**src/rtl/stp_pkg.sv**
```systemverilog
// Shared types, register indexes and coil tables for the half-step stepper driver.
package stp_pkg;

    typedef enum logic [2:0] {
        CFG_SPEED_PERIOD     = 3'd0,
        CFG_SWING_MODE       = 3'd1,
        CFG_SWING_LOW_ANGLE  = 3'd2,
        CFG_SWING_HIGH_ANGLE = 3'd3,
        CFG_LOW_OVERSHOOT    = 3'd4,
        CFG_HIGH_OVERSHOOT   = 3'd5
    } cfg_index_t;

    localparam int CFG_INDEX_WIDTH = 3;
    localparam int CFG_DATA_WIDTH  = 16;

    typedef struct packed {
        logic [7:0]         speed_period;
        logic               swing_mode;
        logic signed [15:0] swing_low_angle;
        logic signed [15:0] swing_high_angle;
        logic [14:0]        low_overshoot;
        logic [14:0]        high_overshoot;
    } cfg_t;

    typedef struct packed {
        logic               turn_clockwise;
        logic               swing_update;
        logic signed [15:0] target_angle;
        logic               load_position;
        logic signed [15:0] load_value;
    } in_item_t;

    typedef struct packed {
        logic [3:0]         coil_pattern;
        logic signed [15:0] position;
        logic               moving;
    } out_item_t;

    // Half-step coil patterns, bit 3 is coil A and bit 0 is coil D.
    localparam logic [3:0] CW_TABLE [8] = '{
        4'h8, 4'hC, 4'h4, 4'h6, 4'h2, 4'h3, 4'h1, 4'h9
    };
    localparam logic [3:0] CCW_TABLE [8] = '{
        4'h8, 4'h9, 4'h1, 4'h3, 4'h2, 4'h6, 4'h4, 4'hC
    };

    function automatic logic [3:0] coil_lookup(input logic cw, input logic [2:0] phase);
        coil_lookup = cw ? CW_TABLE[phase] : CCW_TABLE[phase];
    endfunction

endpackage

```
**src/rtl/stp_cfg_regs.sv**
```systemverilog
// Configuration register file written through the plain write port.
module stp_cfg_regs (
    input  logic                                 clk,
    input  logic                                 rst_n,
    input  logic                                 cfg_write,
    input  logic [stp_pkg::CFG_INDEX_WIDTH-1:0]  cfg_index,
    input  logic [stp_pkg::CFG_DATA_WIDTH-1:0]   cfg_data,
    output stp_pkg::cfg_t                        cfg
);
    import stp_pkg::*;

    cfg_t cfg_reg;

    always_ff @(posedge clk or negedge rst_n)
    begin
        if (!rst_n)
        begin
            cfg_reg <= '0;
        end
        else if (cfg_write)
        begin
            case (cfg_index)
                CFG_SPEED_PERIOD:     cfg_reg.speed_period     <= cfg_data[7:0];
                CFG_SWING_MODE:       cfg_reg.swing_mode       <= cfg_data[0];
                CFG_SWING_LOW_ANGLE:  cfg_reg.swing_low_angle  <= signed'(cfg_data);
                CFG_SWING_HIGH_ANGLE: cfg_reg.swing_high_angle <= signed'(cfg_data);
                CFG_LOW_OVERSHOOT:    cfg_reg.low_overshoot    <= cfg_data[14:0];
                CFG_HIGH_OVERSHOOT:   cfg_reg.high_overshoot   <= cfg_data[14:0];
                default:              cfg_reg <= cfg_reg;
            endcase
        end
    end

    assign cfg = cfg_reg;

endmodule

```
**src/rtl/stp_core.sv**
```systemverilog
// Per-tick step logic: position load, swing target update, settle delay and stepping.
module stp_core #(
    parameter int SETTLE_TICKS   = 100,
    parameter int POSITION_WIDTH = 16
) (
    input  logic                clk,
    input  logic                rst_n,
    input  logic                step,
    input  stp_pkg::in_item_t   item,
    input  stp_pkg::cfg_t       cfg,
    output stp_pkg::out_item_t  result
);
    import stp_pkg::*;

    localparam int PW = POSITION_WIDTH;
    localparam int EW = ((PW > 17) ? PW : 17) + 1;
    localparam logic signed [EW-1:0] POS_MAX = EW'((64'sd1 <<< (PW - 1)) - 64'sd1);
    localparam logic signed [EW-1:0] POS_MIN = -POS_MAX - EW'(1);
    localparam logic [6:0] SETTLE_LOAD = 7'(SETTLE_TICKS);

    logic [2:0]          phase_reg,     phase_next;
    logic [7:0]          countdown_reg, countdown_next;
    logic [6:0]          settle_reg,    settle_next;
    logic signed [PW-1:0] cur_reg,      cur_next;
    logic signed [PW-1:0] tgt_reg,      tgt_next;
    logic                toward_high_reg, toward_high_next;
    logic [3:0]          coil_reg,      coil_next;

    logic signed [PW-1:0] cur_loaded;
    logic signed [PW-1:0] cur_swung;
    logic signed [PW-1:0] low_end;
    logic signed [PW-1:0] high_end;
    logic signed [PW-1:0] low_turn;
    logic signed [PW-1:0] high_turn;
    logic signed [EW-1:0] cur_ext;

    function automatic logic signed [EW-1:0] sext16(input logic signed [15:0] v);
        sext16 = {{(EW-16){v[15]}}, v};
    endfunction

    function automatic logic signed [PW-1:0] sat_pos(input logic signed [EW-1:0] v);
        logic signed [EW-1:0] clamped;
        clamped = (v > POS_MAX) ? POS_MAX : ((v < POS_MIN) ? POS_MIN : v);
        sat_pos = clamped[PW-1:0];
    endfunction

    always_comb
    begin
        low_end   = sat_pos(sext16(cfg.swing_low_angle));
        high_end  = sat_pos(sext16(cfg.swing_high_angle));
        low_turn  = sat_pos(sext16(cfg.swing_low_angle)
                            - {{(EW-15){1'b0}}, cfg.low_overshoot});
        high_turn = sat_pos(sext16(cfg.swing_high_angle)
                            + {{(EW-15){1'b0}}, cfg.high_overshoot});

        cur_loaded = item.load_position ? sat_pos(sext16(item.load_value)) : cur_reg;

        cur_swung        = cur_loaded;
        tgt_next         = tgt_reg;
        toward_high_next = toward_high_reg;
        if (!cfg.swing_mode)
        begin
            tgt_next = sat_pos(sext16(item.target_angle));
        end
        else if (item.swing_update)
        begin
            if (!toward_high_reg)
            begin
                tgt_next = low_turn;
                if (cur_loaded <= low_turn)
                begin
                    toward_high_next = 1'b1;
                    cur_swung        = low_end;
                end
            end
            else
            begin
                tgt_next = high_turn;
                if (cur_loaded >= high_turn)
                begin
                    toward_high_next = 1'b0;
                    cur_swung        = high_end;
                end
            end
        end

        cur_next       = cur_swung;
        phase_next     = phase_reg;
        countdown_next = countdown_reg;
        settle_next    = settle_reg;
        coil_next      = coil_reg;
        if (cur_swung == tgt_next || cfg.speed_period == 8'd0)
        begin
            coil_next = 4'h0;
            if (settle_reg == 7'd0)
            begin
                settle_next = SETTLE_LOAD;
            end
        end
        else if (settle_reg != 7'd0)
        begin
            settle_next = settle_reg - 7'd1;
        end
        else if (countdown_reg > 8'd1)
        begin
            countdown_next = countdown_reg - 8'd1;
        end
        else
        begin
            countdown_next = cfg.speed_period;
            coil_next      = coil_lookup(item.turn_clockwise, phase_reg);
            // The target lies strictly beyond the position, so neither move can overflow.
            if (cur_swung < tgt_next)
            begin
                cur_next   = cur_swung + PW'(1);
                phase_next = phase_reg + 3'd1;
            end
            else
            begin
                cur_next   = cur_swung - PW'(1);
                phase_next = phase_reg - 3'd1;
            end
        end

        cur_ext             = {{(EW-PW){cur_next[PW-1]}}, cur_next};
        result.coil_pattern = coil_next;
        result.position     = cur_ext[15:0];
        result.moving       = (cur_next != tgt_next) && (cfg.speed_period != 8'd0);
    end

    always_ff @(posedge clk or negedge rst_n)
    begin
        if (!rst_n)
        begin
            phase_reg       <= '0;
            countdown_reg   <= '0;
            settle_reg      <= '0;
            cur_reg         <= '0;
            tgt_reg         <= '0;
            toward_high_reg <= 1'b0;
            coil_reg        <= '0;
        end
        else if (step)
        begin
            phase_reg       <= phase_next;
            countdown_reg   <= countdown_next;
            settle_reg      <= settle_next;
            cur_reg         <= cur_next;
            tgt_reg         <= tgt_next;
            toward_high_reg <= toward_high_next;
            coil_reg        <= coil_next;
        end
    end

endmodule

```
**src/rtl/stepper_halfstep_position_driver.sv**
```systemverilog
// Top level of the half-step stepper position driver with input and result registers.
//
//   Channel  Direction  Handshake             Payload
//   in       sink       in_valid / in_stall   turn_clockwise, swing_update, target_angle,
//                                             load_position, load_value
//   out      source     out_valid / out_stall coil_pattern, position, moving
//   cfg      sink       cfg_write             cfg_index, cfg_data
//
// An accepted beat lands in the input register and is processed in the following cycle
// unless the result side stalls; its result is then written to the result register.
// One beat is accepted every cycle while the result side keeps up; the step logic
// computes each next state combinationally from its own state registers.
// Reset clears the control state and all configuration registers.
// A stall on the result side holds the result register and then the input register.
module stepper_halfstep_position_driver #(
    parameter int SETTLE_TICKS   = 100,
    parameter int POSITION_WIDTH = 16
) (
    input  logic                                clk,
    input  logic                                rst_n,
    input  logic                                in_valid,
    output logic                                in_stall,
    input  logic                                turn_clockwise,
    input  logic                                swing_update,
    input  logic signed [15:0]                  target_angle,
    input  logic                                load_position,
    input  logic signed [15:0]                  load_value,
    output logic                                out_valid,
    input  logic                                out_stall,
    output logic [3:0]                          coil_pattern,
    output logic signed [15:0]                  position,
    output logic                                moving,
    input  logic                                cfg_write,
    input  logic [stp_pkg::CFG_INDEX_WIDTH-1:0] cfg_index,
    input  logic [stp_pkg::CFG_DATA_WIDTH-1:0]  cfg_data
);
    import stp_pkg::*;

    cfg_t      cfg;
    in_item_t  item_reg;
    out_item_t result;
    out_item_t result_reg;
    logic      item_valid_reg;
    logic      out_valid_reg;
    logic      out_free;
    logic      item_fire;
    logic      in_fire;

    assign out_free  = !out_valid_reg || !out_stall;
    assign item_fire = item_valid_reg && out_free;
    assign in_stall  = item_valid_reg && !out_free;
    assign in_fire   = in_valid && !in_stall;

    stp_cfg_regs u_cfg_regs (
        .clk       (clk),
        .rst_n     (rst_n),
        .cfg_write (cfg_write),
        .cfg_index (cfg_index),
        .cfg_data  (cfg_data),
        .cfg       (cfg)
    );

    stp_core #(
        .SETTLE_TICKS   (SETTLE_TICKS),
        .POSITION_WIDTH (POSITION_WIDTH)
    ) u_core (
        .clk    (clk),
        .rst_n  (rst_n),
        .step   (item_fire),
        .item   (item_reg),
        .cfg    (cfg),
        .result (result)
    );

    always_ff @(posedge clk or negedge rst_n)
    begin
        if (!rst_n)
        begin
            item_valid_reg <= 1'b0;
            out_valid_reg  <= 1'b0;
        end
        else
        begin
            item_valid_reg <= in_fire || (item_valid_reg && !item_fire);
            if (item_fire)
            begin
                out_valid_reg <= 1'b1;
            end
            else if (!out_stall)
            begin
                out_valid_reg <= 1'b0;
            end
        end
    end

    always_ff @(posedge clk)
    begin
        if (in_fire)
        begin
            item_reg.turn_clockwise <= turn_clockwise;
            item_reg.swing_update   <= swing_update;
            item_reg.target_angle   <= target_angle;
            item_reg.load_position  <= load_position;
            item_reg.load_value     <= load_value;
        end
        if (item_fire)
        begin
            result_reg <= result;
        end
    end

    assign out_valid    = out_valid_reg;
    assign coil_pattern = result_reg.coil_pattern;
    assign position     = result_reg.position;
    assign moving       = result_reg.moving;

endmodule

```
**config.mk**
```make
export PLATFORM = sky130hd
export DESIGN_NAME = stepper_halfstep_position_driver
export DESIGN_NICKNAME = d
export VERILOG_FILES = /design/src/rtl/stp_pkg.sv /design/src/rtl/stp_cfg_regs.sv /design/src/rtl/stp_core.sv /design/src/rtl/stepper_halfstep_position_driver.sv
export SDC_FILE = /design/constraint.sdc
export NUM_CORES = 1
export LEC_CHECK = 0
export ABC_AREA = 1
export BUFFER_PORTS_ARGS = -buffer_cell sky130_fd_sc_hd__buf_2
export CAP_MARGIN = 10
export CORE_MARGIN = 2
export CORE_UTILIZATION = 50
export DETAILED_ROUTE_END_ITERATION = 16
export PLACE_DENSITY = 0.78
export SYNTH_ARGS = -nofsm -noshare
export SYNTH_HDL_FRONTEND = slang
export SYNTH_SLANG_ARGS = --single-unit
```
**constraint.sdc**
```tcl
create_clock -name clk -period 7.1 [get_ports clk]
set_input_delay 0.355 -clock clk [delete_from_list [all_inputs] [get_ports clk]]
set_output_delay 0.355 -clock clk [all_outputs]
set_load 0.01 [all_outputs]
```
* Word-level counts from Yosys, hierarchy flattened *
Memories as Yosys holds them, arrays and structs flattened.
Index checks and enable logic that the tools add are counted.

word-level totals
  flip-flop bits (word level) = 184
  ROM bits = 64
  bits of input ports = 59
  output and inout port bits = 23
  memories kept = 2

operators by class
  add/sub/neg operators = 8
  magnitude comparators = 17
  equality and inequality tests = 9
  muxes and demuxes = 43
  bitwise gates (word level) = 4
  reduce and logical (&&, ||, !) cells = 29

memories
  name              depth  bits a word  rd ports  clocked after memory_dff  wr ports  RTL line       source
  (name not given)  8      4            1         0                         0         stp_pkg.sv:48  coil_lookup = cw ? CW_TABLE[phase] : CCW_TABLE[phase];
  (name not given)  8      4            1         0                         0         stp_pkg.sv:48

operators by type and width
  kind                                                                            count
  16-bit 2-to-1 mux                                                               25
  16-bit > comparator, second input constant                                      4
  16-bit less-than comparator, second input constant                              4
  17-bit by 16-bit > comparator with 1-bit output, second input constant          2
  17-bit by 16-bit less-than comparator with 1-bit output, second input constant  2
  4-bit 2-to-1 mux                                                                8
  7-bit 2-to-1 mux                                                                3
  16-bit by 16-bit adder with 17-bit output                                       1
  16-bit by 16-bit subtractor with 17-bit output                                  1
  16-bit by 2-bit adder with 16-bit output, second input constant                 1
  16-bit equality test                                                            1
  16-bit >= comparator                                                            1
  16-bit <= comparator                                                            1
  16-bit less-than comparator                                                     1
  16-bit inequality test                                                          1
  16-bit by 2-bit subtractor with 16-bit output, second input constant            1
  2-bit AND reduction                                                             6
  3-bit AND reduction                                                             3
  8-bit by 1-bit > comparator with 1-bit output, second input constant            1
  8-bit logical NOT                                                               1
  8-bit 2-to-1 mux                                                                1
  8-bit nonzero test                                                              1
  8-bit by 1-bit subtractor with 8-bit output, second input constant              1
  7-bit logical NOT                                                               1
  20 further kinds                                                                38

* Depth between registers and ports, before layout *
Gate-level depths: netlist of run 1.

  word-level depth = 16
  depth in mapped cells = 64

* By module *
A second synthesis of run 1 with hierarchy kept.

second synthesis, totals
  cell total of the unflattened synthesis = 1691
  area, all modules = 12786.0 µm²

modules (own cells, without submodules)
  module                            instances  cells an instance  area each (µm²)  seq. area each (µm²)
  stp_core                          1          1304               8194.1           1376.3
  stp_cfg_regs                      1          319                2815.2           1776.7
  stepper_halfstep_position_driver  1          68                 1776.7           1731.7

* Worst setup path after synthesis of run 1 *
Ideal clock, no wire load.

  kind = reg2reg
  start = register u_cfg_regs.cfg_reg (netlist bit u_cfg_regs.cfg[30])
  end = register result_reg (netlist bit moving) (data pin)
  library setup time = 0.249 ns
  data arrival time = 6.757 ns
  slack = 0.094 ns
  cell stages (with the launch flop) = 54
  clock period less this slack = 7.006 ns
  cell sequence = dfrtp_1 -> ha_1 -> inv_1 -> fa_1 -> o21ai_1 -> a21oi_1 -> o21ai_1 -> a21boi_0 -> o21ai_0 -> a21boi_0 -> or2_2 -> nand3_1 -> nand2_1 -> inv_1 -> ha_1 -> nand2_2 -> inv_1 -> nand2_1 -> [... 18 more ...] -> buf_4 -> ha_1 -> inv_1 -> nor3_1 -> nor3b_1 -> nand2_1 -> nand2_1 -> nand2_1 -> nand3_1 -> nand2_2 -> nand2_1 -> nand2_1 -> inv_1 -> nand2_1 -> nor2_1 -> nand3_1 -> nand2_1 -> inv_1

RTL lines
  element                 RTL line                                 source
  from (decl)             stp_cfg_regs.sv:12                       cfg_t cfg_reg;
  from (signal assigned)  stp_cfg_regs.sv:29                       default: cfg_reg <= cfg_reg;
  to (signal assigned)    stepper_halfstep_position_driver.sv:108  result_reg <= result;
  to (decl)               stepper_halfstep_position_driver.sv:42   out_item_t result_reg;

==> out/metrics.cfg, run 1 <==
[setup_path]
slowest_delay_ns = 0.38
critical_path.max_fanout = 7
reg2reg_depth = 62
critPathLaunchType = register
required_ns = 7.32
arrival_ns = 7.70
crit_top_cell = nand2_1
crit_path_end_kind = register
critical_path_class = reg2reg
crit_slowest_cell = ha_1

[die]
die_h_microns = 164
start_util = 0.507
dieArea_sq_um = 26800
die_w_microns = 164
io_pins = 82
fp-row-count = 58
coreArea_sq_um = 25100

[global_route]
overflow = 0
antenna_found_initial = 0
grt_start_max_net_pins = 69
grt_pass1_wl_microns = 62200
grtUsageMet1 = 0.387
grt_pass1_vias = 12300
top_usage_layer = met2
grtUsageTotal = 0.297
met3_usage = 0.0447
gr-usage-met2 = 0.494

[layout]
area_growth_pct = 33.0
final_util = 0.675
instances_no_fill = 2302
nFillCells = 1974
largest_reg_flops = 71
fin_nets = 2116
drive_gt1_frac = 0.298
seqCellArea_sq_um = 4880
multiInputGateArea_sq_um = 7970
antennaDiodeCount = 0

[worst_hold_path]
min_path_type = in2async

[timing]
slew_viol_final = 0
rsz0062_at_grt = true
period_share = 1.05
tightestPinTransition_ns = 1.15
final_hold_viol_count = 0
worst_slack_ns = -0.388
finalSetupViolations = 4
clock_skew_ns = 0.0183
fmaxAchievable_mhz = 134
slew_headroom = 0.231
post-route-min-period_ns = 7.49

[clocking]
root_buffer = clkbuf_16
path_clk_slew_ns = 0.08
numCtsBuffers = 17
cts_buffer_depth = 2
clock-sinks = 184
cts_tree = yes
holdBufCountCts = 0
cts.htree.levels = 4
insertion_delay_ns = 0.46

[place]
placedCellCount = 2195
io_buffer_count = 81
gp_congestion = 0.925
dp_hpwl_microns = 27800

[synth]
synth_top_cells_by_count = 476 x nand2_1, 211 x inv_1, 182 x o21ai_0, 128 x dfrtp_1, 109 x nand3_1
netlist-cell-type-count = 56
syn_nets = 1854
ys_seq_elements = 184
synth_cells = 1697
synth.area.top_cells = dfrtp_1 25%, nand2_1 14%, edfxtp_1 13%, ha_1 9.4%, o21ai_0 7.1%
syn_area_sq_um = 12700
synth_area_per_cell_sq_um = 7.51
synth_most_common_cell = nand2_1
yosysTopAreaCellShare = 0.251
async_reset_ff_frac = 0.696
synth_sequential_area_ratio = 0.383
synth-edff-count = 56
yosysTopAreaCell = dfrtp_1
ys.flop_type = dfrtp_1
synth.yosys.warnings = 0

[power_and_ir_drop]
p_total_w = 0.00929
power_leakage_nw = 8.40
seq_power_share = 0.162
switchingPower_w = 0.00447
sw_frac_of_total = 0.481
internal_power_w = 0.00482
pwr-share-comb = 0.723
clkPwrFrac = 0.114
vdd_drop_max_mv = 0.285
power.density_nw_per_um2 = 548

[route]
drt_iter0_drc = 1710
wl_per_cell_microns = 18.3
drcViolationCount = 0
ant_nets = 0
vias = 13200
drt_wl_total_microns = 42100
viasPerCell = 5.76
firstDrtPassIters = 6

[status]
violations = setup timing
status = finished with violations

[run]
cap_violations = 0

-- cell type report --
cell class / instances / area share
well taps: 330 / 0.0244
inverters: 218 / 0.0496
repair buffers: 295 / 0.129
flip-flops and latches: 184 / 0.288
repair inverters: 1 / 0.000517
clock buffers: 18 / 0.0259
clock inverters: 14 / 0.0119
multi-input cells: 1242 / 0.470
-- worst max-delay path: cells and delay by family (launching register included) --
| family | cells | cell delay, ns |
|---|---|---|
| buffers and inverters | 13 | 1.13 |
| adder cells (fa/ha/maj) | 5 | 1.42 |
| flip-flops | 1 | 0.37 |
| AND/OR/NAND/NOR | 35 | 3.05 |
| AO/OA/AOI/OAI | 9 | 1.27 |
-- per-layer routing --
metal,wire length (microns),vias up
met2,19500,719
met5,0,-
li1,-,6169
met4,2420,0
met1,17000,6174
met3,3230,187
-- layout by cell type (no fill, tap or decap), types with 5 or more instances in the layout --
master / instances
buf_4: 196
nand2_1: 429
nor3_2: 6
nand3b_1: 6
inv_2: 14
xnor2_1: 12
ha_1: 70
a21oi_1: 70
o31ai_1: 5
o21ai_2: 16
nor2_1: 51
nand4_1: 30
inv_6: 8
or2_2: 6
nor2_2: 11
nor2_4: 9
a31oi_1: 7
edfxtp_1: 56
nand3_2: 26
inv_1: 198
a21oi_2: 28
buf_12: 5
nand2_2: 57
nand2_4: 15
o211ai_1: 9
ha_4: 23
nand3_4: 10
xor2_1: 22
o21ai_0: 158
clkbuf_16: 19
buf_2: 80
o21ai_1: 15
nand3_1: 86
buf_6: 10
dfrtp_1: 128
-- stage by stage --
stage	instance area (sq um)	setup WS (ns)	hold slack (ns)	setup TNS, ns
after floorplan	12700	0.0938	0.0594	0
after global placement	14400	-0.441	0.464	-0.541
after detailed placement	14400	-0.563	0.468	-1.40
after CTS	15800	0.00529	0.0675	0
after global routing	16900	-0.708	0.0658	-5.65
final	16900	-0.388	0.0309	-0.622
-- path summary, 6_finish.rpt --
| kind | slack (ns) | to | start |
|---|---|---|---|
| max in group asynchronous | 5.63 | u_cfg_regs.cfg[36]$_DFFE_PN0P_ | rst_n |
| min reg2reg | 0.49 | u_cfg_regs.cfg[24]$_DFFE_PN0P_ | u_cfg_regs.cfg[24]$_DFFE_PN0P_ |
| min | 0.03 | u_core.countdown_reg[7]$_DFFE_PN0P_ | rst_n |
| min in group clk | 0.07 | item_reg[24]$_DFFE_PP_ | target_angle[7] |
| max | -0.39 | moving$_DFFE_PP_ | u_cfg_regs.cfg[46]$_DFFE_PN0P_ |
| max reg2reg | -0.39 | moving$_DFFE_PP_ | u_cfg_regs.cfg[46]$_DFFE_PN0P_ |
-- what timing repair did --
action / 4_1_cts / 5_1_grt
setup buffers: 42 / 29
setup endpoints to repair: 17 / 31
endpoints found under the hold margin: 0 / 0
cloned: 3 / 3
gates resized for setup: 91 / 207
pin swaps: 39 / 105
-- kinds of logic after synthesis --
| logic type | count (synthesis) | synth area share |
|---|---|---|
| compound gates | 347 | 0.149 |
| xor+xnor | 36 | 0.0247 |
| flops | 184 | 0.383 |
| fa+ha+maj | 98 | 0.0974 |
| buf+inv | 271 | 0.0821 |
| simple gates | 761 | 0.264 |
-- power by group through the flow --
stage	logic (W)	clock network (W)	registers (W)
6_report	0.00672	0.00106	0.00151
5_1_grt	0.00720	0.00111	0.00153
4_1_cts	0.00531	0.00106	0.00150
3_5_place_dp	0.00462	0	0.00151
3_3_place_gp	0.00452	0	0.00150
2_1_floorplan	0.00302	0	0.00147
Power figures use the tool's default switching activity.
==> run 2: changes to the inputs <==
CELL_PAD_IN_SITES_DETAIL_PLACEMENT = 0   (was default)
CELL_PAD_IN_SITES_GLOBAL_PLACEMENT = 1   (was default)
CORE_UTILIZATION = 41   (was 50)
PLACE_DENSITY = 0.85   (was 0.78)
==> run 2 against run 1 <==
The run still ends with setup timing left; die area increased by 21%; worst setup slack improved by 0.26 ns; final cell count increased by 4.2%; non-clock buffer count increased by 31; first-iteration DRC count decreased by 54%; count of clock-buffer cells in the layout decreased by 1; critical path depth decreased by 7; via count decreased by 4.9%; clock power decreased by 12%; hold slack improved by 0.034 ns; fmax increased by 3.7%; sequential share of layout area about the same; critical path type unchanged.
==> out/metrics.cfg, run 2 (synthesis results as in run 1) <==
[clocking]
root_buffer = clkbuf_16
numCtsBuffers = 17
path_clk_slew_ns = 0.08
cts.htree.levels = 4
cts_tree = yes
cts_buffer_depth = 2
insertion_delay_ns = 0.46
clock-sinks = 184

[global_route]
grtUsageMet1 = 0.334
top_usage_layer = met2
grtUsageTotal = 0.250
antenna_found_initial = 1
grt_pass1_wl_microns = 64300
overflow = 0
grt_start_max_net_pins = 80
grt_pass1_vias = 12200
met3_usage = 0.0441
gr-usage-met2 = 0.407

[die]
coreArea_sq_um = 30600
io_pins = 82
die_h_microns = 180
fp-row-count = 64
start_util = 0.417
dieArea_sq_um = 32500
die_w_microns = 180

[timing]
rsz0062_at_grt = true
fmaxAchievable_mhz = 138
clock_skew_ns = 0.0107
slew_headroom = 0.265
worst_slack_ns = -0.123
slew_viol_final = 0
setup_tns_ns = -0.123
tightestPinTransition_ns = 1.10
post-route-min-period_ns = 7.22
period_share = 1.02
final_hold_viol_count = 0
finalSetupViolations = 1

[place]
dp_hpwl_microns = 30400
io_buffer_count = 81
placedCellCount = 2337
dp_slack_ns = -0.536
gp_congestion = 0.896

[route]
wl_per_cell_microns = 17.0
drt_iter0_drc = 792
vias = 12600
drcViolationCount = 0
drt_wl_total_microns = 40800
ant_nets = 0
firstDrtPassIters = 5
viasPerCell = 5.25

[layout]
final_cell_mix = 431 x nand2_1, 228 x buf_4, 196 x inv_1, 163 x o21ai_0, 128 x dfrtp_1
antennaDiodeCount = 0
fin_nets = 2146
layout_commonest_cell = nand2_1
drive_gt1_frac = 0.294
final_util = 0.554
largest_reg_flops = 71
area_growth_pct = 32.9
instances_no_fill = 2398
nFillCells = 2886

[setup_path]
critical_path_class = reg2reg
crit_slowest_cell = fa_2
required_ns = 7.33
critPathLaunchType = register
critical_path.max_fanout = 8
crit_path_end_kind = register
crit_top_cell = nand2_1
slowest_delay_ns = 0.40
arrival_ns = 7.45

[worst_hold_path]
min_path_type = in2reg

[power_and_ir_drop]
internal_power_w = 0.00468
seq_power_share = 0.168
switchingPower_w = 0.00418
power.density_nw_per_um2 = 524
power_leakage_nw = 8.44
clkPwrFrac = 0.106
pwr-share-comb = 0.726
p_total_w = 0.00887
vdd_drop_max_mv = 0.271
sw_frac_of_total = 0.472

[run]
cap_violations = 0

[status]
violations = setup timing
status = finished with violations

-- run 2: cell count changes in the layout (fill, tap and decap cells not counted), sizes merged --
cell / previous run / this run
buf: 293 / 324
bufinv: 3 / 0
clkbuf: 20 / 18
clkinv: 6 / 7
clkinvlp: 0 / 4
dlygate4sd3: 0 / 1
inv: 224 / 222
-- run 2: worst max-delay path: cells and delay by family (launching register included) --
family,cells,cell delay (ns)
AO/OA/AOI/OAI,9,1.34
buffers and inverters,14,1.45
adder cells (fa/ha/maj),5,1.24
AND/OR/NAND/NOR,27,2.56
flip-flops,1,0.38
-- run 2: area by class of cell --
cell class              instances  area [sq um]  area share
inverters                     218           826      0.0488
multi-input cells            1242          7790       0.460
clock buffers                  17           425      0.0251
clock inverters                15           140     0.00827
flip-flops and latches        184          4880       0.288
repair buffers                326          2370       0.140
well taps                     396           495      0.0293
-- run 2: path summary, 6_finish.rpt --
kind | endpoint | startpoint | cells past startpoint | slack, ns
setup / recovery | moving$_DFFE_PP_ | u_cfg_regs.cfg[46]$_DFFE_PN0P_ | 55 | -0.12
hold / removal | item_reg[15]$_DFFE_PP_ | load_value[15] | 1 | 0.07
setup reg to reg | moving$_DFFE_PP_ | u_cfg_regs.cfg[46]$_DFFE_PN0P_ | 55 | -0.12
hold reg to reg | u_cfg_regs.cfg[29]$_DFFE_PN0P_ | u_cfg_regs.cfg[29]$_DFFE_PN0P_ | 2 | 0.49
max in group asynchronous | u_core.countdown_reg[0]$_DFFE_PN0P_ | rst_n | 3 | 5.19
min in group asynchronous | u_core.settle_reg[3]$_DFFE_PN0P_ | rst_n | 2 | 0.45
-- run 2: power groups by stage --
stage | Sequential (W) | Clock [W] | Combinational [W]
6_report | 0.00149 | 0.000938 | 0.00644
5_1_grt | 0.00152 | 0.00100 | 0.00708
2_1_floorplan | 0.00147 | 0 | 0.00302
3_5_place_dp | 0.00151 | 0 | 0.00506
3_3_place_gp | 0.00150 | 0 | 0.00500
4_1_cts | 0.00149 | 0.000960 | 0.00532
-- run 2: what timing repair did --
action,in CTS,in global routing
resized for setup,48,189
hold endpoints to repair,49,0
endpoints found under the setup margin,10,33
hold buffers,1,0
pin swaps,12,83
setup buffers,7,19
gates cloned,0,2
-- run 2: layer usage --
| layer | part of all wire | wire length (microns) |
|---|---|---|
| met1 | 0.45 | 18300 |
| met2 | 0.47 | 19000 |
| met3 | 0.049 | 2010 |
| met4 | 0.035 | 1420 |
| met5 | 0.00032 | 13 |
-- run 2: per-stage QoR --
stage	area [sq um]	hold WS [ns]
2_1_floorplan	12700	0.0594
3_3_place_gp	15100	0.354
3_5_place_dp	15100	0.364
4_1_cts	15900	0.0438
5_1_grt	16900	0.0478
6_report	16900	0.0651
